===== src/hdl/cpuw_pkg.sv =====
// shared types, constants and tables for the complex phase unwrapper
`timescale 1ns / 1ps
`default_nettype none
package cpuw_pkg;

  // sample and phase sizes
  localparam int SAMPLE_BITS   = 16;
  localparam int PHASE_BITS    = 16;
  localparam int CORDIC_STAGES = 16;
  localparam int COUNT_BITS    = 16;
  localparam int RESULT_BITS   = 32;

  // cordic datapath: samples scaled to a 40 bit magnitude, 3 bits of growth
  localparam int SCALE_SHIFT = 40 - SAMPLE_BITS;
  localparam int XY_BITS     = 43;
  // angle datapath: pi = 2^30
  localparam int ANGLE_BITS  = 33;

  localparam logic signed [ANGLE_BITS-1:0] ANGLE_HALF_PI = ANGLE_BITS'(64'sd536870912);
  localparam logic signed [ANGLE_BITS-1:0] ROUND_BIAS    =
    ANGLE_BITS'(64'sd1 <<< (30 - PHASE_BITS));

  // atan(2^-i), pi = 2^30
  localparam int ATAN_TABLE [24] = '{
    268435456, 158466703, 83729454, 42502378, 21333666,
    10677233, 5339919, 2670123, 1335082, 667543, 333772,
    166886, 83443, 41722, 20861, 10430, 5215, 2608, 1304,
    652, 326, 163, 81, 41
  };

  // unwrap limits
  localparam logic signed [PHASE_BITS:0] JUMP_MAX =
    (PHASE_BITS+1)'(64'sd1 <<< (PHASE_BITS - 1));
  localparam logic signed [PHASE_BITS:0] JUMP_MIN = -JUMP_MAX;
  localparam logic signed [COUNT_BITS-1:0] COUNT_MAX = COUNT_BITS'(32767);
  localparam logic signed [COUNT_BITS-1:0] COUNT_MIN = -COUNT_MAX;

  // queue between cordic front and unwrap back
  localparam int QUEUE_DEPTH = 2;
  localparam int QPTR_BITS   = (QUEUE_DEPTH > 1) ? $clog2(QUEUE_DEPTH) : 1;
  localparam int QCNT_BITS   = $clog2(QUEUE_DEPTH + 1);

  typedef struct packed {
    logic signed [PHASE_BITS-1:0] phase;
    logic                         last;
  } cpuw_item_t;

endpackage
`default_nettype wire


===== src/hdl/cpuw_fifo.sv =====
// short queue of wrapped phases between the cordic and the unwrap stage
`timescale 1ns / 1ps
`default_nettype none
module cpuw_fifo import cpuw_pkg::*; (
  input  wire logic       clk,
  input  wire logic       rst,
  input  wire logic       wr_en,
  input  cpuw_item_t      wr_item,
  output logic            full,
  input  wire logic       rd_en,
  output cpuw_item_t      rd_item,
  output logic            rd_valid
);

  cpuw_item_t             slot [QUEUE_DEPTH];
  logic [QPTR_BITS-1:0]   wr_ptr;
  logic [QPTR_BITS-1:0]   rd_ptr;
  logic [QCNT_BITS-1:0]   count;
  logic                   do_wr;
  logic                   do_rd;

  assign full     = (count == QCNT_BITS'(QUEUE_DEPTH));
  assign rd_valid = (count != '0);
  assign rd_item  = slot[rd_ptr];
  assign do_wr    = wr_en && !full;
  assign do_rd    = rd_en && rd_valid;

  // storage
  always_ff @(posedge clk) begin
    if (do_wr) begin
      slot[wr_ptr] <= wr_item;
    end
  end

  // pointers and fill count
  always_ff @(posedge clk) begin
    if (rst) begin
      wr_ptr <= '0;
      rd_ptr <= '0;
      count  <= '0;
    end else begin
      if (do_wr) begin
        wr_ptr <= (wr_ptr == QPTR_BITS'(QUEUE_DEPTH - 1)) ? '0 : wr_ptr + 1'b1;
      end
      if (do_rd) begin
        rd_ptr <= (rd_ptr == QPTR_BITS'(QUEUE_DEPTH - 1)) ? '0 : rd_ptr + 1'b1;
      end
      if (do_wr && !do_rd) begin
        count <= count + 1'b1;
      end else if (do_rd && !do_wr) begin
        count <= count - 1'b1;
      end
    end
  end

  a_no_overflow: assert property (@(posedge clk) disable iff (rst)
    !(wr_en && full))
    else $error("write into a full queue");

  a_no_underflow: assert property (@(posedge clk) disable iff (rst)
    !(rd_en && !rd_valid))
    else $error("read from an empty queue");

endmodule
`default_nettype wire


===== config.mk =====
export PLATFORM = sky130hd
export DESIGN_NAME = cpuw_fifo
export DESIGN_NICKNAME = d
export VERILOG_FILES = /design/src/hdl/cpuw_pkg.sv /design/src/hdl/cpuw_fifo.sv
export SDC_FILE = /design/constraint.sdc
export NUM_CORES = 1
export LEC_CHECK = 0
export ABC_AREA = 1
export BUFFER_PORTS_ARGS = -buffer_cell sky130_fd_sc_hd__buf_4
export CAP_MARGIN = 0
export CORE_MARGIN = 4
export CORE_UTILIZATION = 45
export CTS_CLUSTER_SIZE = 14
export DETAILED_ROUTE_END_ITERATION = 7
export GPL_TIMING_DRIVEN = 0
export PLACE_DENSITY = 0.7
export SYNTH_ARGS = -nofsm -noshare
export SYNTH_HDL_FRONTEND = slang
export SYNTH_SLANG_ARGS = --single-unit
export TNS_END_PERCENT = 1

===== constraint.sdc =====
create_clock -name clk -period 2.5 [get_ports clk]
set_clock_uncertainty 0.2 [all_clocks]
set_input_delay 0.25 -clock clk [delete_from_list [all_inputs] [get_ports clk]]
set_output_delay 0.25 -clock clk [all_outputs]
set_load 0.05 [all_outputs]

==> flow_metrics.tcl <==
set metrics [dict create \
    status "complete, no violations" \
    dr.max_layer_used "met4" \
    hold_path.class "in2reg" \
    reg2reg_depth 4 \
    yosysUniqueCellTypes 15 \
    slew_violations 0 \
    rsz0062_at_grt "false" \
    viasPerCell 4.63 \
    ys_ff_latch 39 \
    path_clk_slew_ns 0.10 \
    fin_setup_tns_ns 0 \
    power.leakage_uw 0.000864 \
    drc_errors 0 \
    place_hpwl_mm 1.88 \
    cpMaxStageDelayCell "dfxtp_1" \
    io_pins 40 \
    num_rows 20 \
    path_cells "buf_6, buf_12, mux2_4, buf_4" \
    r2r_end "slot[0][2]" \
    ys_seq_area_frac 0.735 \
    io_buffers 39 \
    syn_to_final_growth_pct 39.5 \
    grt_pass1_vias 1001 \
    die_x_um 66.2 \
    cts_buffers 5 \
    start_util 0.484 \
    wl_met1_um 997 \
    min_period_ns 1.91 \
    start_kind "register" \
    period_share 0.765 \
    antenna_left 0 \
    layout.nets 178 \
    crit_buf_inv 3 \
    rr_startpoint "count[1]" \
    antenna_found_initial 0 \
    ctsResizeCount 0 \
    wl_met3_um 209 \
    reg2reg_slack_ns 0.65 \
    powerDensity_nw_per_um2 982 \
    grtUsageTotal 0.146 \
    die-height_um 66.2 \
    drive_above_1_share 0.427 \
    cp-endpoint "rd_item[12]" \
    core_area_um2 3150 \
    vias 931 \
    slew_headroom 0.414 \
    setup.worst_path.class "reg2out" \
    drv_cap 0 \
    critPathMaxStageDelay_ns 0.34 \
    cts_buffer_depth 2 \
    grt_pass1_wl_mm 4.55 \
    final-hold-violation-count 0 \
    cts_setup_buffers 0 \
    routedWlPerCell_um 13.5 \
    power_uw 2090 \
    cp-end-kind "output pin" \
    clock_latency_ns 0.33 \
    overflow 0 \
    post-synth-top-area-cell "edfxtp_1" \
    clock_sink_count 39 \
    first_pass_iters 4 \
    setup_violations 0 \
    synth_top_area_share 0.669 \
    crit_arrival_ns 1.46 \
    clock.fmax_mhz 523 \
    design.die.area_um2 4390 \
    htree_levels 2 \
    synth_area_um2 1530 \
    drtIter0Drc 48 \
    gp_congestion 0.781 \
    synth_area_leaders "edfxtp_1 (67%), mux2_4 (9.8%), dfxtp_1 (6.6%)" \
    wl_met2_mm 1.45 \
    critical-path-top-delay-family "buffers and inverters" \
    tightest_slew_ns 0.878 \
    syn_inst 90 \
    cp_max_fo 10 \
    syn_nets 112 \
    root_buffer "clkbuf_4" \
    drt-total-wl_mm 2.71 \
    required_ns 2.05 \
    grt_max_degree 18 \
    syn-mean-instance-area_um2 16.9 \
    cp.depth 4 \
    diodes 0 \
    cts_tree "built" \
    ir_worst_vdd_mv 0.706 \
    hold_buffers 19 \
    synth_warnings 0 \
]
## routing by layer
metal,vias up,global-route usage
met5,-,0
met4,0,0.0964
met3,6,0.0493
met2,32,0.240
met1,440,0.157
li1,453,-
## synth_stat cells
| cell type | number |
|---|---|
| buf_6 | 1 |
| ha_1 | 1 |
| a21oi_1 | 2 |
| nor2_1 | 8 |
| inv_1 | 8 |
| mux2_2 | 7 |
| mux2_4 | 10 |
| nand3_1 | 2 |
| buf_12 | 1 |
| nand4_1 | 1 |
| o21ai_2 | 1 |
| dfxtp_1 | 5 |
| edfxtp_1 | 34 |
| o21ai_0 | 2 |
| nand2_1 | 7 |
## stage by stage
stage	setup slack [ns]	cell area [µm²]	utilization	hold slack [ns]	std cells
6_report	0.587	2130	0.675	0.116	201
5_1_grt	0.443	2130	0.675	0.124	201
4_1_cts	0.552	2130	0.675	0.0950	201
3_5_place_dp	0.634	1890	0.598	0.238	174
3_3_place_gp	0.275	1870	0.594	0.235	173
2_1_floorplan	0.684	1530	-	0.149	90
## logic make-up (layout without fill, tap and decap cells)
family          count (synthesis)  count (layout)  synth area share
compound gates                  5               5            0.0189
mux                            17              17             0.150
flops                          39              39             0.735
fa+ha+maj                       1               1           0.00820
buf+inv                        10              77            0.0402
simple gates                   18              18            0.0476
## tightest hold or removal path: stages
cell	delay (ns)
buf_4	0.08
o21ai_2	0.07
o21ai_0	0.16
nor2_1	0.04
## how the worst min path moves through the flow
| stage | cells past startpoint | slack [ns] | end | startpoint |
|---|---|---|---|---|
| floorplan | 0 | 0.15 | slot[0][0] | wr_item[0] |
| global placement | 1 | 0.23 | slot[0][1] | wr_item[1] |
| detailed placement | 1 | 0.24 | slot[1][4] | wr_item[4] |
| CTS | 4 | 0.1 | wr_ptr | wr_en |
| global route | 4 | 0.12 | wr_ptr | wr_en |
| finish | 4 | 0.12 | wr_ptr | wr_en |
## where the power goes
group	internal, µW	switching [µW]
Sequential	826	35.5
Clock	110	191
Combinational	343	583
Total	1280	809
## cell type report
cell class                      instances  area (µm²)
Timing Repair Buffer                   59         494
Sequential cell                        39        1120
Clock inverter                          1        5.00
Clock buffer                            7        45.0
Inverter                                8        30.0
Multi-Input combinational cell         41         345
Tap cell                               44        55.1
Fill cell                             248        1030
Buffer                                  2        31.3
## registers in the layout, summed over array words and instances (netlist names), named ones only
signal	flops
slot	34
count	2
rd_ptr	1
wr_ptr	1
## cell usage in the layout (no fill, tap or decap)
cell	count
buf_6	2
buf_12	1
clkbuf_1	2
nand2_1	7
clkinv_2	1
clkbuf_4	5
mux2_2	7
edfxtp_1	34
nand3_1	2
dlygate4sd3_1	19
buf_4	39
nand4_1	1
dfxtp_1	5
a21oi_1	2
mux2_4	10
o21ai_2	1
ha_1	1
nor2_1	7
o21ai_0	2
nor2_2	1
inv_1	8
Power figures use the tool's default switching activity.
