<file path="src/hdl/cpuw_pkg.sv">
// shared types, constants and tables for the complex phase unwrapper
`timescale 1ns / 1ps
`default_nettype none
package cpuw_pkg;

  // sample and phase sizes
  localparam int SAMPLE_BITS   = 16;
  localparam int PHASE_BITS    = 16;
  localparam int CORDIC_STAGES = 16;
  localparam int COUNT_BITS    = 16;
  localparam int RESULT_BITS   = 32;

  // cordic datapath: samples scaled to a 40 bit magnitude, 3 bits of growth
  localparam int SCALE_SHIFT = 40 - SAMPLE_BITS;
  localparam int XY_BITS     = 43;
  // angle datapath: pi = 2^30
  localparam int ANGLE_BITS  = 33;

  localparam logic signed [ANGLE_BITS-1:0] ANGLE_HALF_PI = ANGLE_BITS'(64'sd536870912);
  localparam logic signed [ANGLE_BITS-1:0] ROUND_BIAS    =
    ANGLE_BITS'(64'sd1 <<< (30 - PHASE_BITS));

  // atan(2^-i), pi = 2^30
  localparam int ATAN_TABLE [24] = '{
    268435456, 158466703, 83729454, 42502378, 21333666,
    10677233, 5339919, 2670123, 1335082, 667543, 333772,
    166886, 83443, 41722, 20861, 10430, 5215, 2608, 1304,
    652, 326, 163, 81, 41
  };

  // unwrap limits
  localparam logic signed [PHASE_BITS:0] JUMP_MAX =
    (PHASE_BITS+1)'(64'sd1 <<< (PHASE_BITS - 1));
  localparam logic signed [PHASE_BITS:0] JUMP_MIN = -JUMP_MAX;
  localparam logic signed [COUNT_BITS-1:0] COUNT_MAX = COUNT_BITS'(32767);
  localparam logic signed [COUNT_BITS-1:0] COUNT_MIN = -COUNT_MAX;

  // queue between cordic front and unwrap back
  localparam int QUEUE_DEPTH = 2;
  localparam int QPTR_BITS   = (QUEUE_DEPTH > 1) ? $clog2(QUEUE_DEPTH) : 1;
  localparam int QCNT_BITS   = $clog2(QUEUE_DEPTH + 1);

  typedef struct packed {
    logic signed [PHASE_BITS-1:0] phase;
    logic                         last;
  } cpuw_item_t;

endpackage
`default_nettype wire

</file>
<file path="src/hdl/cpuw_cordic.sv">
// front end: pipelined vectoring cordic that turns a sample into a wrapped phase
`timescale 1ns / 1ps
`default_nettype none
module cpuw_cordic import cpuw_pkg::*; (
  input  wire logic                          clk,
  input  wire logic                          rst,
  input  wire logic                          in_valid,
  output logic                               in_ready,
  input  wire logic signed [SAMPLE_BITS-1:0] in_i,
  input  wire logic signed [SAMPLE_BITS-1:0] in_q,
  input  wire logic                          in_last,
  output logic                               out_valid,
  output cpuw_item_t                         out_item,
  input  wire logic                          out_full
);

  logic [CORDIC_STAGES:0] valid;
  logic                   advance;

  logic signed [XY_BITS-1:0]    x    [CORDIC_STAGES+1];
  logic signed [XY_BITS-1:0]    y    [CORDIC_STAGES+1];
  logic signed [ANGLE_BITS-1:0] z    [CORDIC_STAGES+1];
  logic                         zero [CORDIC_STAGES+1];
  logic                         last [CORDIC_STAGES+1];

  logic signed [XY_BITS-1:0]    xs;
  logic signed [XY_BITS-1:0]    ys;
  logic signed [ANGLE_BITS-1:0] zsum;

  // whole pipeline stalls only when the last stage cannot drain
  assign advance  = !(valid[CORDIC_STAGES] && out_full);
  assign in_ready = advance;

  // valid bits shift along with the data
  always_ff @(posedge clk) begin
    if (rst) begin
      valid <= '0;
    end else if (advance) begin
      valid <= {valid[CORDIC_STAGES-1:0], in_valid};
    end
  end

  // scale samples and pre-rotate the left half plane by +-pi/2
  assign xs = XY_BITS'(in_i) <<< SCALE_SHIFT;
  assign ys = XY_BITS'(in_q) <<< SCALE_SHIFT;

  always_ff @(posedge clk) begin
    if (advance) begin
      zero[0] <= (in_i == '0) && (in_q == '0);
      last[0] <= in_last;
      if (xs < 0) begin
        if (ys >= 0) begin
          x[0] <= ys;
          y[0] <= -xs;
          z[0] <= ANGLE_HALF_PI;
        end else begin
          x[0] <= -ys;
          y[0] <= xs;
          z[0] <= -ANGLE_HALF_PI;
        end
      end else begin
        x[0] <= xs;
        y[0] <= ys;
        z[0] <= '0;
      end
    end
  end

  // one micro-rotation per stage, driving y toward zero
  for (genvar k = 0; k < CORDIC_STAGES; k++) begin : g_stage
    always_ff @(posedge clk) begin
      if (advance) begin
        zero[k+1] <= zero[k];
        last[k+1] <= last[k];
        if (y[k] >= 0) begin
          x[k+1] <= x[k] + (y[k] >>> k);
          y[k+1] <= y[k] - (x[k] >>> k);
          z[k+1] <= z[k] + ANGLE_BITS'(ATAN_TABLE[k]);
        end else begin
          x[k+1] <= x[k] - (y[k] >>> k);
          y[k+1] <= y[k] + (x[k] >>> k);
          z[k+1] <= z[k] - ANGLE_BITS'(ATAN_TABLE[k]);
        end
      end
    end
  end

  // round to the phase grid, +pi folds onto -pi by truncation
  assign zsum = z[CORDIC_STAGES] + ROUND_BIAS;

  always_comb begin
    out_item.last  = last[CORDIC_STAGES];
    out_item.phase = zero[CORDIC_STAGES] ? '0 : zsum[30 -: PHASE_BITS];
  end

  assign out_valid = valid[CORDIC_STAGES] && !out_full;

  // a stalled last stage keeps its beat
  a_hold_last: assert property (@(posedge clk) disable iff (rst)
    (valid[CORDIC_STAGES] && out_full) |=> valid[CORDIC_STAGES])
    else $error("cordic dropped a stalled beat");

  // nothing is taken in while the pipeline is frozen
  a_no_take_when_stalled: assert property (@(posedge clk) disable iff (rst)
    !advance |=> $stable(valid))
    else $error("cordic valid bits moved during a stall");

endmodule
`default_nettype wire

</file>
<file path="config.mk">
export PLATFORM = sky130hd
export DESIGN_NAME = cpuw_cordic
export DESIGN_NICKNAME = d
export VERILOG_FILES = /design/src/hdl/cpuw_pkg.sv /design/src/hdl/cpuw_cordic.sv
export SDC_FILE = /design/constraint.sdc
export NUM_CORES = 2
export LEC_CHECK = 0
export BUFFER_PORTS_ARGS = -buffer_cell sky130_fd_sc_hd__buf_2
export CORE_MARGIN = 1
export CORE_UTILIZATION = 45
export CTS_CLUSTER_SIZE = 12
export DETAILED_ROUTE_END_ITERATION = 6
export GPL_TIMING_DRIVEN = 0
export PLACE_DENSITY_LB_ADDON = 0.12
export SYNTH_ARGS = -nofsm -noshare
export SYNTH_HDL_FRONTEND = slang
export SYNTH_SLANG_ARGS = --single-unit
</file>
<file path="constraint.sdc">
create_clock -name clk -period 26.4 [get_ports clk]
set_input_delay 2.64 -clock clk [delete_from_list [all_inputs] [get_ports clk]]
set_output_delay 2.64 -clock clk [all_outputs]
set_load 0.01 [all_outputs]
</file>
==> metrics <==
Num CTS Buffers=183; CP max FO=27; CTS root buffer=clkbuf_16; Layout area overhead=9.18%; clock sink count=1,463; die width=527 µm; Post-synth ARST share=0; Crit path top cell by count=o21ai_0; Synth area leader=edfxtp_1; period utilisation layout=0.342; TNS Setup=0 ns; Max Fclk=between 0.1 and 0.15 GHz; Final Max Slew Viols=0; hpwl dp=285 mm; Final Hold Viols=0; Setup Viol. Count Final=0; Synth Area per Inst=roughly 9.5 µm²; Layout Skew=approximately 0.059 ns; Max-cap violations=0; ranking of synthesized cells by area=edfxtp_1 (35%), ha_1 (14%), xnor2_1 (8.6%), a21oi_1 (5.1%), xor2_1 (4.7%); cts hold-fix bufs=0; CTS resizes=0; initial core utilization=0.453; Non-Filler Instances=17,200; first-pass GRT wire length=between 500 and 600 mm; Post-synth top flop=edfxtp_1; post-synthesis cell count=13,100; Slowest Stage Delay on Critical Path=0.65 ns; Setup CP Type=input port to flip-flop; via count of the first global-routing pass=96,600; Hold Crit Class=flip-flop to flip-flop; #FFs+latches synth=1,463; Worst Path Buf+Inv=7; Post-synth EDFFs=1,446; crit path time final=9.04 ns; Critical Path Start Type=input port; Syn Nets=14,600; crit-path cells=buf_2, and2_4, buf_8, inv_6, buf_6, clkbuf_2, nand2_1, inv_1, clkbuf_2, nor2_1, xor2_1, ha_1, a21o_1, a21oi_1, o21ai_0, a221oi_1, a21oi_1, o21ai_0, o21ai_0, a31oi_1, o21ai_0, nand2b_1, a21boi_0, xnor2_1; family with the most delay on the worst path=compound AO/OA/AOI/OAI gates; count of cell types in the netlist=110; CP max stage cell=clkbuf_2; H-Tree Level Count=4; Crit path required time=27.00 ns; antenna violations before repair=2; Die ar.=278,000 µm²; Routed WL per cell=20.6 µm; worst slew pin tran=1.38 ns; mapped cell area=124,000 µm²; Total GRT Usage=0.248; Core Area=roughly 270,000 µm²; Synth top cells by count=edfxtp_1 (1,446), ha_1 (1,383), a21oi_1 (1,257), xnor2_1 (1,213), nor2_1 (1,026); pin count of the biggest net entering global routing=roughly 120; Ys Warns=0; Routed Antenna Nets=0; Iter 0 DRT Violations=7,792; clock transition at the registers of the reported paths=approximately 0.060 ns; top-count cell post-synth=edfxtp_1; Overflow after GRT=0; die height=527 µm; RSZ-0062 raised after global routing=no; Clk Latency, worst-skew pair=0.90 ns; CP endpoint kind=flip-flop; first-pass detailed-route iteration total=6; Rows=192; drt total wl=around 350 mm; Finished Core Util=0.495; outcome=complete, no violations; top-area cell type share of the netlist area=0.350; GP Congestion=about 0.96; met1 Track Usage GR=0.338; vias after detailed routing=99,600; num ports=56; Top Usage Layer GRT=met2; register area share after synthesis=0.352; Post-CTS Setup Inserts=0; # DRC=0; met3 GRT Util=0.0317; CTS max path bufs=4; layout cell share with drive strength beyond 1=0.0409; Max-Slew Margin vs Limit=0.0802; DR vias/cell=5.79; Inst Count DP=16,900; TritonCTS clock tree=done; port bufs=54; fin nets=14,800; CP Data Arrival Time=9.64 ns; met2 usage=0.398
[cell families after synthesis]
family / after synthesis / synth area share
flops: 1463 / 0.352
compound gates: 3958 / 0.203
mux: 58 / 0.00488
fa+ha+maj: 1415 / 0.144
xor+xnor: 1884 / 0.133
buf+inv: 811 / 0.0249
simple gates: 3529 / 0.138
[layout by cell type (no fill, tap or decap), types with 202 or more instances in the layout]
cell type,n
edfxtp_1,1446
ha_1,1383
a21oi_1,1257
xnor2_1,1213
nor2_1,1026
nand2_1,816
o21ai_0,808
xor2_1,669
a21o_1,584
inv_1,555
nor3_1,323
nand3_1,226
nand2b_1,204
clkbuf_1,202
[layer usage]
metal  part of all wire  vias to the layer above  routed length [µm]
li1                   -                    49200                   -
met1               0.46                    47300              163000
met2               0.44                     2541              158000
met3              0.053                      583               18900
met4              0.041                        4               14700
met5            0.00041                        -                 144
[worst paths after layout]
| check | from | endpoint | slack, ns | depth (start not counted) |
|---|---|---|---|---|
| max | out_full | y[9][38] | 17.36 | 24 |
| min | last[14] | last[15] | 0.42 | 0 |
| max reg2reg | valid[16] | y[9][38] | 18.74 | 23 |
| min reg2reg | last[14] | last[15] | 0.42 | 0 |
[flip-flops by register name, summed over array words and instances (netlist names)]
register and flops:
y 508, valid 17, zero 17, last 17, z 414, x 490
[stage by stage]
| step | area [µm²] | setup WS [ns] | hold WS, ns |
|---|---|---|---|
| after global placement | 129000 | 11.23 | 0.401 |
| after floorplan | 124000 | 15.74 | 0.400 |
| after global routing | 136000 | 17.01 | 0.425 |
| final | 136000 | 17.36 | 0.417 |
| after CTS | 136000 | 17.39 | 0.418 |
| after detailed placement | 130000 | 16.47 | 0.405 |
[final cells by class]
class | count | area [µm²]
Antenna cell | 4 | 10.0
Multi-Input combinational cell | 10800 | 77400
Inverter | 581 | 2230
Timing Repair Buffer | 73 | 738
Sequential cell | 1463 | 43800
Fill cell | 25300 | 138000
Tap cell | 3686 | 4610
Buffer | 230 | 931
Clock inverter | 106 | 1150
Clock buffer | 220 | 4820
Power is left out: the tool's default activity adds up to more than one toggle a clock period on the data nets, which glitch-free logic cannot reach.
