File: config.mk
export PLATFORM = sky130hd
export DESIGN_NAME = cpuw_unwrap
export DESIGN_NICKNAME = d
export VERILOG_FILES = /design/src/hdl/cpuw_pkg.sv /design/src/hdl/cpuw_unwrap.sv
export SDC_FILE = /design/constraint.sdc
export NUM_CORES = 1
export LEC_CHECK = 0
export ABC_AREA = 0
export BUFFER_PORTS_ARGS = -buffer_cell sky130_fd_sc_hd__clkbuf_2
export CORE_MARGIN = 4
export CORE_UTILIZATION = 55
export CTS_CLUSTER_SIZE = 10
export DETAILED_ROUTE_END_ITERATION = 8
export HOLD_SLACK_MARGIN = 0.02
export PLACE_DENSITY = 0.76
export SYNTH_ARGS = -nofsm -noshare
export SYNTH_HDL_FRONTEND = slang
export SYNTH_SLANG_ARGS = --single-unit
File: constraint.sdc
create_clock -name clk -period 8.9 [get_ports clk]
set_clock_uncertainty 0.05 [all_clocks]
set_input_delay 0.445 -clock clk [delete_from_list [all_inputs] [get_ports clk]]
set_output_delay 0.445 -clock clk [all_outputs]
set_load 0.005 [all_outputs]
File: src/hdl/cpuw_pkg.sv
// shared types, constants and tables for the complex phase unwrapper
`timescale 1ns / 1ps
`default_nettype none
package cpuw_pkg;

  // sample and phase sizes
  localparam int SAMPLE_BITS   = 16;
  localparam int PHASE_BITS    = 16;
  localparam int CORDIC_STAGES = 16;
  localparam int COUNT_BITS    = 16;
  localparam int RESULT_BITS   = 32;

  // cordic datapath: samples scaled to a 40 bit magnitude, 3 bits of growth
  localparam int SCALE_SHIFT = 40 - SAMPLE_BITS;
  localparam int XY_BITS     = 43;
  // angle datapath: pi = 2^30
  localparam int ANGLE_BITS  = 33;

  localparam logic signed [ANGLE_BITS-1:0] ANGLE_HALF_PI = ANGLE_BITS'(64'sd536870912);
  localparam logic signed [ANGLE_BITS-1:0] ROUND_BIAS    =
    ANGLE_BITS'(64'sd1 <<< (30 - PHASE_BITS));

  // atan(2^-i), pi = 2^30
  localparam int ATAN_TABLE [24] = '{
    268435456, 158466703, 83729454, 42502378, 21333666,
    10677233, 5339919, 2670123, 1335082, 667543, 333772,
    166886, 83443, 41722, 20861, 10430, 5215, 2608, 1304,
    652, 326, 163, 81, 41
  };

  // unwrap limits
  localparam logic signed [PHASE_BITS:0] JUMP_MAX =
    (PHASE_BITS+1)'(64'sd1 <<< (PHASE_BITS - 1));
  localparam logic signed [PHASE_BITS:0] JUMP_MIN = -JUMP_MAX;
  localparam logic signed [COUNT_BITS-1:0] COUNT_MAX = COUNT_BITS'(32767);
  localparam logic signed [COUNT_BITS-1:0] COUNT_MIN = -COUNT_MAX;

  // queue between cordic front and unwrap back
  localparam int QUEUE_DEPTH = 2;
  localparam int QPTR_BITS   = (QUEUE_DEPTH > 1) ? $clog2(QUEUE_DEPTH) : 1;
  localparam int QCNT_BITS   = $clog2(QUEUE_DEPTH + 1);

  typedef struct packed {
    logic signed [PHASE_BITS-1:0] phase;
    logic                         last;
  } cpuw_item_t;

endpackage
`default_nettype wire

File: src/hdl/cpuw_unwrap.sv
// back end: wrap counting and output register
`timescale 1ns / 1ps
`default_nettype none
module cpuw_unwrap import cpuw_pkg::*; (
  input  wire logic                   clk,
  input  wire logic                   rst,
  input  wire logic                   q_valid,
  input  cpuw_item_t                  q_item,
  output logic                        q_take,
  output logic                        out_valid,
  output logic signed [RESULT_BITS-1:0] out_phase,
  output logic                        out_last,
  input  wire logic                   out_pop
);

  logic signed [PHASE_BITS-1:0]  previous_phase;
  logic signed [COUNT_BITS-1:0]  wrap_count;
  logic                          first_of_list;

  logic signed [PHASE_BITS:0]    jump;
  logic signed [COUNT_BITS-1:0]  wrap_count_next;
  logic signed [RESULT_BITS-1:0] total;

  // take a beat whenever the output register is free or being emptied
  assign q_take = q_valid && (!out_valid || out_pop);

  // step between wrapped phases and saturating wrap count
  assign jump = (PHASE_BITS+1)'(q_item.phase) - (PHASE_BITS+1)'(previous_phase);

  always_comb begin
    wrap_count_next = wrap_count;
    if (!first_of_list) begin
      priority if (jump > JUMP_MAX && wrap_count > COUNT_MIN) begin
        wrap_count_next = wrap_count - 1'b1;
      end else if (jump < JUMP_MIN && wrap_count < COUNT_MAX) begin
        wrap_count_next = wrap_count + 1'b1;
      end else begin
        wrap_count_next = wrap_count;
      end
    end
  end

  assign total = (RESULT_BITS'(wrap_count_next) <<< PHASE_BITS) + RESULT_BITS'(q_item.phase);

  // history, cleared at the end of a list
  always_ff @(posedge clk) begin
    if (rst) begin
      previous_phase <= '0;
      wrap_count     <= '0;
      first_of_list  <= 1'b1;
    end else if (q_take) begin
      if (q_item.last) begin
        previous_phase <= '0;
        wrap_count     <= '0;
        first_of_list  <= 1'b1;
      end else begin
        previous_phase <= q_item.phase;
        wrap_count     <= wrap_count_next;
        first_of_list  <= 1'b0;
      end
    end
  end

  // output register
  always_ff @(posedge clk) begin
    if (rst) begin
      out_valid <= 1'b0;
    end else if (q_take) begin
      out_valid <= 1'b1;
    end else if (out_pop) begin
      out_valid <= 1'b0;
    end
  end

  always_ff @(posedge clk) begin
    if (q_take) begin
      out_phase <= total;
      out_last  <= q_item.last;
    end
  end

  a_count_range: assert property (@(posedge clk) disable iff (rst)
    wrap_count >= COUNT_MIN && wrap_count <= COUNT_MAX)
    else $error("wrap count outside its limits");

  a_list_end_clears: assert property (@(posedge clk) disable iff (rst)
    (q_take && q_item.last) |=> (first_of_list && wrap_count == '0))
    else $error("history not cleared after the last beat of a list");

  a_stalled_result_holds: assert property (@(posedge clk) disable iff (rst)
    (out_valid && !out_pop) |=> (out_valid && $stable(out_phase)))
    else $error("waiting result changed");

endmodule
`default_nettype wire

==> results.toml, run 1 <==
[grt]
grt.overflow.total = 0
grt_pass1_wl_mm = 21.32
antenna_found_initial = 0
grt_usage_pct = 23.73
grt_max_degree = 68
grt_pass1_vias = 4365

[yosys]
ys_ff_latch = 67
syn_inst = 603
yosysTopAreaCell = "edfxtp_1"
synth_edf_count = 33
avgSynthCellArea_um2 = 8.482
syn_area_mm2 = 0.005115
ys.flop_type = "dfxtp_1"
yosys.cell_types.count = 76
synth_top_area_share_pct = 19.37
ys_warn_count = 0
synth_fp_nets = 660
async_reset_ff_share_pct = 0
ys_seq_area_share_pct = 32.68
ys_top_cells_by_area = "edfxtp_1, dfxtp_1, ha_1"

[die]
rows = 34
die_h_um = 104.4
die_x_um = 104.4
coreArea_mm2 = 0.008891
initial_utilization_pct = 57.53
die-area_mm2 = 0.01091
boundaryPins = 56

[setup_path]
worst_setup_path_end_kind = "register"
critPathKind = "register to register"
start_kind = "register"
arrival_ps = 5920
cp_max_fo = 19
worstPathRequired_ps = 8940

[drt]
vias = 4689
wire_per_inst_um = 17.38
via_per_inst = 6.286
drt_iter0_markers = 354
ant_nets = 0
totalWireLength_mm = 12.96
first_pass_iters = 5
drc = 0

[clock_tree]
cts_tree = "built"
numCtsBuffers = 9
cts_resized = 0
postCtsHoldBufs = 0
cts_max_level = 3
post_cts_buffers = 0
clk_latency_ps = 350
root_buffer = "clkbuf_8"
cts.sinks = 67
cts.clk_slew.worst_paths_ps = 80
clk_path_buf_depth = 2

[timing]
slew_viol_final = 0
setup_viol = 0
min_period_over_period_pct = 66.05
fin_crit_ps = 5879
finalHoldWorstSlack_ps = 249.3
clock.fmax_mhz = 170.1
worst_slack_ps = 3021
hold_viol = 0
max_slew_margin_pct = 35.61
rsz0062_at_grt = "false"
fin_setup_tns_ps = 0
worst_pin_slew_ps = 959.9

[final_layout]
final_util_pct = 62.23
fin_nets = 690
drive_above_1_share_pct = 13.32
multiInputGateArea_mm2 = 0.003133
nFillCells = 764
fin_cells = 746
syn_to_final_growth_pct = 8.170
regArea_mm2 = 0.001672
antenna_cells = 0

[placement]
dp.cells = 730
gp_congestion = 0.9631
portBuffers = 55
dpl.hpwl_mm = 9.264
pre_cts_slack_ps = 2852

[pwr]
power.leakage_nw = 2.135
ir_drop_mv = 0.06897
power_density_mw_per_mm2 = 141.4

[worst_hold_path]
hp-class = "primary input to register"

[job]
drv_cap = 0

[run_status]
status = "completed"
## critical path, cell delays in order (launching register included)
cell and delay, ps:
dfxtp_1 330, ha_1 200, fa_1 400, nand2b_1 180, a21oi_1 310, o21ai_1 200
o21ai_0 310, o21ai_0 160, a21oi_2 690, and2_1 290, o211a_1 240, inv_1 60
ha_1 300, a211oi_1 240, o21ai_0 140, a21oi_1 270, o21a_1 170, o21ai_0 140
nand2b_1 190, a31oi_1 250, o21ai_0 150, xnor3_1 370
## where the power goes
part / internal [W] / switching, W / total [W] / leakage (nW)
sequential: 0.000345 / 0.00000895 / 0.000354 / 0.595
clock: 0.000102 / 0.000123 / 0.000225 / 0.0766
combinational: 0.0000780 / 0.000126 / 0.000204 / 1.46
total: 0.000525 / 0.000258 / 0.000783 / 2.13
## kinds of logic (layout without fill, tap and decap cells)
kind of cell / count (synthesis) / in the layout / share of synthesized area (%)
xor+xnor: 31 / 31 / 5.577
flops: 67 / 67 / 32.68
buf+inv: 76 / 111 / 6.067
simple gates: 219 / 219 / 22.02
mux: 7 / 7 / 1.370
compound gates: 167 / 167 / 23.19
fa+ha+maj: 36 / 36 / 9.100
## per-layer routing
metal / vias up / share of wire, % / GRT usage, %
li1: 2303 / - / -
met1: 2211 / 49 / 34.45
met2: 155 / 43 / 35.29
met3: 20 / 6.0 / 4.780
met4: 0 / 1.6 / 7.502
met5: - / 0 / 0
## flip-flops by register name, indices dropped and copies added (netlist names)
signal and flops:
out_phase 32, previous_phase 16, wrap_count 16, first_of_list 1, out_last 1, out_valid 1
## Yosys cell counts, types with 11 or more instances
cell type,n
edfxtp_1,33
clkbuf_1,25
a31oi_1,24
nand3_1,19
ha_1,34
nand2_1,38
nor3_1,14
inv_1,37
nor2_1,68
a21oi_1,34
dfxtp_1,34
o21ai_0,22
nand4_1,15
xnor2_1,19
xor2_1,11
## layout make-up
| cell class | instances | share of cell area, % |
|---|---|---|
| Multi-Input combinational cell | 460 | 56.63 |
| Sequential cell | 67 | 30.21 |
| Timing Repair Buffer | 56 | 5.111 |
| Inverter | 39 | 2.646 |
| Clock buffer | 12 | 2.442 |
| Tap cell | 108 | 2.442 |
| Clock inverter | 4 | 0.5201 |
## path summary, 6_finish.rpt
path                            cells after the start  slack, ps                      end                            from
worst max register to register                     21       3020  out_phase[31]$_DFFE_PP_  previous_phase[0]$_SDFFE_PP0P_
worst max-delay path                               21       3020  out_phase[31]$_DFFE_PP_  previous_phase[0]$_SDFFE_PP0P_
worst min register to register                      2        450   out_valid$_SDFFE_PP0P_          out_valid$_SDFFE_PP0P_
worst min-delay path                                1        250   out_phase[0]$_DFFE_PP_                       q_item[1]
## cell usage in the layout (no fill, tap or decap), types with 22 or more instances in the layout
| cell | Yosys | final |
|---|---|---|
| nor2_1 | 68 | 68 |
| clkbuf_2 | 0 | 55 |
| nand2_1 | 38 | 38 |
| inv_1 | 37 | 37 |
| a21oi_1 | 34 | 34 |
| ha_1 | 34 | 34 |
| dfxtp_1 | 34 | 34 |
| edfxtp_1 | 33 | 33 |
| a31oi_1 | 24 | 24 |
| o21ai_0 | 22 | 22 |
## stage by stage
stage | cell area, µm² | power (W)
final | 5533 | 0.0007826
after global routing | 5533 | 0.0008246
after CTS | 5533 | 0.0007827
after detailed placement | 5369 | 0.0005610
after global placement | 5369 | 0.0005570
after floorplan | 5115 | 0.0005051
Note: power is estimated with default switching activity, not from simulation.
==> inputs of run 2 (changes only) <==
--- a/config.mk
+++ b/config.mk
@@ -5,14 +5,14 @@
 export SDC_FILE = /design/constraint.sdc
 export NUM_CORES = 1
 export LEC_CHECK = 0
-export ABC_AREA = 0
+export ABC_AREA = 1
 export BUFFER_PORTS_ARGS = -buffer_cell sky130_fd_sc_hd__clkbuf_2
 export CORE_MARGIN = 4
 export CORE_UTILIZATION = 55
 export CTS_CLUSTER_SIZE = 10
 export DETAILED_ROUTE_END_ITERATION = 8
 export HOLD_SLACK_MARGIN = 0.02
-export PLACE_DENSITY = 0.76
+export PLACE_DENSITY = 0.75
 export SYNTH_ARGS = -nofsm -noshare
 export SYNTH_HDL_FRONTEND = slang
 export SYNTH_SLANG_ARGS = --single-unit
==> constraint.sdc (replaced) <==
create_clock -name clk -period 5.6 [get_ports clk]
set_clock_uncertainty 0.05 [all_clocks]
set_input_delay 0.28 -clock clk [delete_from_list [all_inputs] [get_ports clk]]
set_output_delay 0.28 -clock clk [all_outputs]
set_load 0.005 [all_outputs]
==> results.toml, run 2 <==
[final_layout]
final_cell_mix = "nand2_1, inv_1, nand3_1"
largest_reg_flops = 32
antenna_cells = 0
multiInputGateArea_mm2 = 0.003115
biggestRegsByFlops = "out_phase (32), previous_phase (16), wrap_count (16)"
final_util_pct = 63.33
regMostFlops = "out_phase"
regArea_mm2 = 0.001672
nFillCells = 865
final_common_cell = "nand2_1"
fin_nets = 882
drive_above_1_share_pct = 11.81
syn_to_final_growth_pct = 11.30

[pwr]
combPwrFrac_pct = 27.8
cellInternalPower_w = 0.0009686
switching_share_pct = 33.92
pwr-share-seq_pct = 38.9
power.leakage_nw = 2.882
power_density_mw_per_mm2 = 249.3
clkPwrFrac_pct = 33.3
p_sw_w = 0.0004972
ir_drop_mv = 0.1306

[timing]
fin_setup_tns_ps = 0
worst_slack_ps = 660.6
slew_viol_final = 0
fin_crit_ps = 4939
min_period_over_period_pct = 88.20
hold_viol = 0
max_slew_margin_pct = 43.60
worst_pin_slew_ps = 845.1
rsz0062_at_grt = "false"
setup_viol = 0
clock.fmax_mhz = 202.5

[die]
die_h_um = 106.0
initial_utilization_pct = 56.90
coreArea_mm2 = 0.009284
die_x_um = 106.0
rows = 35
boundaryPins = 56
die-area_mm2 = 0.01124

[clock_tree]
clk_path_buf_depth = 2
clk_latency_ps = 350
cts.sinks = 67
cts_tree = "built"
cts_max_level = 3
cts_resized = 0
postCtsHoldBufs = 0
root_buffer = "clkbuf_8"
numCtsBuffers = 9
post_cts_buffers = 0
cts.clk_slew.worst_paths_ps = 80

[yosys]
syn_area_mm2 = 0.005283
synth_edf_count = 33
yosysMostFrequentCell = "nand2_1"
synth_top_area_share_pct = 18.76
async_reset_ff_share_pct = 0
yosys.cell_types.count = 38
ys_top_cells_by_area = "edfxtp_1, nand2_1, dfxtp_1"
ys_ff_latch = 67
syn_inst = 779
netlist_top_cells_count = "nand2_1, inv_1, nand3_1, a21oi_1, nor2_1"
yosysTopAreaCell = "edfxtp_1"
synth_fp_nets = 836
ys.flop_type = "dfxtp_1"
ys_seq_area_share_pct = 31.64
avgSynthCellArea_um2 = 6.781
ys_warn_count = 0

[drt]
totalWireLength_mm = 13.53
ant_nets = 0
vias = 5116
via_per_inst = 5.335
drc = 0
first_pass_iters = 5
drt_iter0_markers = 352
wire_per_inst_um = 14.11

[grt]
grt_max_degree = 36
grt_pass1_vias = 4899
grt.overflow.total = 0
grt_pass1_wl_mm = 22.49
antenna_found_initial = 0
grt_usage_pct = 24.82

[placement]
portBuffers = 55
dpl.hpwl_mm = 10.08
pre_cts_slack_ps = 534.2
gp_congestion = 0.9809

[setup_path]
slowest_delay_ps = 420
start_kind = "register"
worstPathRequired_ps = 5650
critPathKind = "register to register"
cpMaxStageDelayCell = "ha_1"
critPathMostFrequentCell = "nand2_1"
path_delay_family = "simple AND/OR/NAND/NOR gates"
arrival_ps = 4990
cp_max_fo = 11
critPathBufInv = 2
worst_setup_path_end_kind = "register"

[worst_hold_path]
hp-class = "primary input to register"

[run_status]
status = "completed"

[job]
drv_cap = 0
[run 2: metal layers]
layer	wire (µm)	vias up	GRT usage, %
li1	-	2608	-
met1	5550	2310	28.01
met2	6796	154	45.45
met3	623	44	4.068
met4	561	0	11.66
met5	0	-	0
[run 2: cell type report]
type | instances | area share (%)
well taps | 129 | 2.745
multi-input cells | 585 | 52.99
flip-flops and latches | 67 | 28.43
inverters | 101 | 6.448
repair buffers | 61 | 5.448
clock buffers | 10 | 2.341
clock inverters | 6 | 1.596
[run 2: worst reg2reg max path: cells and delay by family (launching register included)]
family	cells	cell delay, ps
adders and majority gates	3	1010
and+or+nand+nor	15	1410
AOI/OAI and AO/OA	7	1340
DFF	1	330
xor gates and xnor gates	1	100
buffers and inverters	2	470
[run 2: power groups by stage]
stage	Combinational (W)	Sequential (W)	Clock (W)
5_1_grt	0.000462	0.000574	0.000518
3_3_place_gp	0.000397	0.000581	0
6_report	0.000407	0.000570	0.000489
2_1_floorplan	0.000295	0.000580	0
4_1_cts	0.000407	0.000570	0.000496
3_5_place_dp	0.000404	0.000581	0
[run 2: final timing paths]
path,startpoint,end,cells after the start,slack (ps)
worst max register to register,previous_phase[0]$_SDFFE_PP0P_,out_phase[30]$_DFFE_PP_,28,660
worst max-delay path,previous_phase[0]$_SDFFE_PP0P_,out_phase[30]$_DFFE_PP_,28,660
worst min-delay path,q_item[1],out_phase[0]$_DFFE_PP_,1,80
worst min register to register,previous_phase[6]$_SDFFE_PP0P_,previous_phase[6]$_SDFFE_PP0P_,2,420
[run 2: kinds of logic (layout without fill, tap and decap cells)]
logic type,after synthesis,count (layout),synth area share [%]
fa+ha+maj,36,36,8.811
simple gates,417,417,33.61
xor+xnor,41,41,6.798
flops,67,67,31.64
buf+inv,127,178,9.427
compound gates,91,91,9.711
[run 2: stage by stage]
step	instances	power, W	area, µm²	hold slack [ps]
5_1_grt	959	0.001554	5879	65.80
3_5_place_dp	943	0.0009854	5648	406.9
2_1_floorplan	779	0.0008750	5283	328.9
3_3_place_gp	943	0.0009784	5648	402.3
6_report	959	0.001466	5879	83.20
4_1_cts	959	0.001472	5879	77.52
==> inputs of run 3 (changes only) <==
--- a/config.mk
+++ b/config.mk
@@ -7,7 +7,7 @@
 export LEC_CHECK = 0
 export ABC_AREA = 1
 export BUFFER_PORTS_ARGS = -buffer_cell sky130_fd_sc_hd__clkbuf_2
-export CORE_MARGIN = 4
+export CORE_MARGIN = 8
 export CORE_UTILIZATION = 55
 export CTS_CLUSTER_SIZE = 10
 export DETAILED_ROUTE_END_ITERATION = 8
==> results.toml, run 3 (synthesis gave the netlist of run 2 again) <==
[run_status]
status = "completed"

[final_layout]
drive_above_1_share_pct = 11.93
final_cell_area_mm2 = 0.005881
antenna_cells = 0
largest_reg_flops = 32
regMostFlops = "out_phase"
syn_to_final_growth_pct = 11.32
fin_nets = 882
fin_cells = 959
final_common_cell = "nand2_1"
final_cell_mix = "nand2_1, inv_1, nand3_1"
biggestRegsByFlops = "out_phase (32), previous_phase (16), wrap_count (16)"

[grt]
grt_pass1_wl_mm = 23.23
grt_pass1_vias = 4997
grt_max_degree = 36
antenna_found_initial = 0
grt_usage_pct = 22.20
grt.overflow.total = 0

[clock_tree]
cts.sinks = 67
postCtsHoldBufs = 0
clk_latency_ps = 360
numCtsBuffers = 9
clk_path_buf_depth = 2
cts_tree = "built"
root_buffer = "clkbuf_8"
cts_max_level = 3
cts.clk_slew.worst_paths_ps = 80

[placement]
gp_congestion = 0.9214
dpl.hpwl_mm = 10.45
portBuffers = 55
dp.cells = 943
dpl-instance-area_mm2 = 0.005648

[timing]
rsz0062_at_grt = "false"
slew_viol_final = 0
finalHoldWorstSlack_ps = 71.50
max_slew_margin_pct = 36.93
min_period_over_period_pct = 89.75
clock.fmax_mhz = 199.0
worst_pin_slew_ps = 945.1
setup_viol = 0
fin_setup_tns_ps = 0
hold_viol = 0
fin_crit_ps = 5026

[setup_path]
slowest_delay_ps = 400
arrival_ps = 5090
start_kind = "register"
critPathKind = "register to register"
worst_setup_path_end_kind = "register"
reg2reg_depth = 29
cp_max_fo = 14
rrSetupSlack_ps = 570
critPathMostFrequentCell = "nand2_1"
cpMaxStageDelayCell = "fa_1"
r2r-end = "out_phase[30]$_DFFE_PP_"
worstPathRequired_ps = 5670
r2r-start = "previous_phase[0]$_SDFFE_PP0P_"

[worst_hold_path]
hp-class = "primary input to register"
hold_end = "out_phase[0]$_DFFE_PP_"
hold_start = "q_item[1]"
hold_depth = 1

[drt]
vias = 5081
first_pass_iters = 5
ant_nets = 0
drc = 0
drt_iter0_markers = 289
totalWireLength_mm = 14.01
wire_per_inst_um = 14.61
via_per_inst = 5.298

[pwr]
power_density_mw_per_mm2 = 249.7
p_total_w = 0.001468
power.leakage_nw = 2.886
ir_drop_mv = 0.1317

[die]
die_h_um = 114.0
rows = 35
die_x_um = 114.0
coreArea_mm2 = 0.009284
die-area_mm2 = 0.01300
initial_utilization_pct = 56.90
boundaryPins = 56

[job]
drv_cap = 0
[run 3: layer usage]
metal / global-route usage (%) / vias to the layer above / part of all wire (%)
li1: - / 2611 / -
met1: 24.01 / 2309 / 40
met3: 2.853 / 34 / 3.6
met5: 0 / - / 0
met4: 10.56 / 0 / 3.1
met2: 41.68 / 127 / 53
[run 3: final cells by class]
| cell class | instances | area [µm²] |
|---|---|---|
| flip-flops and latches | 67 | 1672 |
| inverters | 101 | 379.1 |
| clock buffers | 10 | 137.6 |
| well taps | 129 | 161.4 |
| fillers | 909 | 3403 |
| multi-input cells | 585 | 3115 |
| repair buffers | 61 | 320.3 |
| clock inverters | 6 | 95.09 |
[run 3: where the power goes]
part           total (W)  switching (W)  internal (W)
logic           0.000407       0.000261      0.000146
clock network   0.000491       0.000222      0.000269
registers       0.000571      0.0000159      0.000555
[run 3: worst max-delay path, delay by kind of cell, from the launching register on]
kind | cells | cell delay, ps
fa+ha+maj | 4 | 1220
flops | 1 | 320
compound gates | 7 | 1220
buf+inv | 4 | 560
xor+xnor | 1 | 140
simple gates | 13 | 1260
[run 3: stage by stage]
step	setup WS, ps	utilization, %
CTS	562.5	63.34
floorplan	1398	-
finish	574.1	63.34
detailed placement	478.8	60.84
global route	23.47	63.34
global placement	660.3	60.84
[run 3: how the worst max path moves through the flow]
stage                                         startpoint                      end  slack, ps  cells after the start
after floorplan                                q_item[1]  out_phase[30]$_DFFE_PP_       1400                     27
after global placement                         q_item[1]  out_phase[30]$_DFFE_PP_        660                     30
after detailed placement                       q_item[1]  out_phase[30]$_DFFE_PP_        480                     30
after CTS                 previous_phase[0]$_SDFFE_PP0P_  out_phase[30]$_DFFE_PP_        560                     28
after global routing      previous_phase[0]$_SDFFE_PP0P_  out_phase[30]$_DFFE_PP_         20                     29
final                     previous_phase[0]$_SDFFE_PP0P_  out_phase[30]$_DFFE_PP_        570                     29
[run 3: timing repair]
item	in CTS	in global routing
endpoints found under the setup margin	0	1
setup buffers	0	0
hold endpoints to repair	0	0
gates resized for setup	0	1
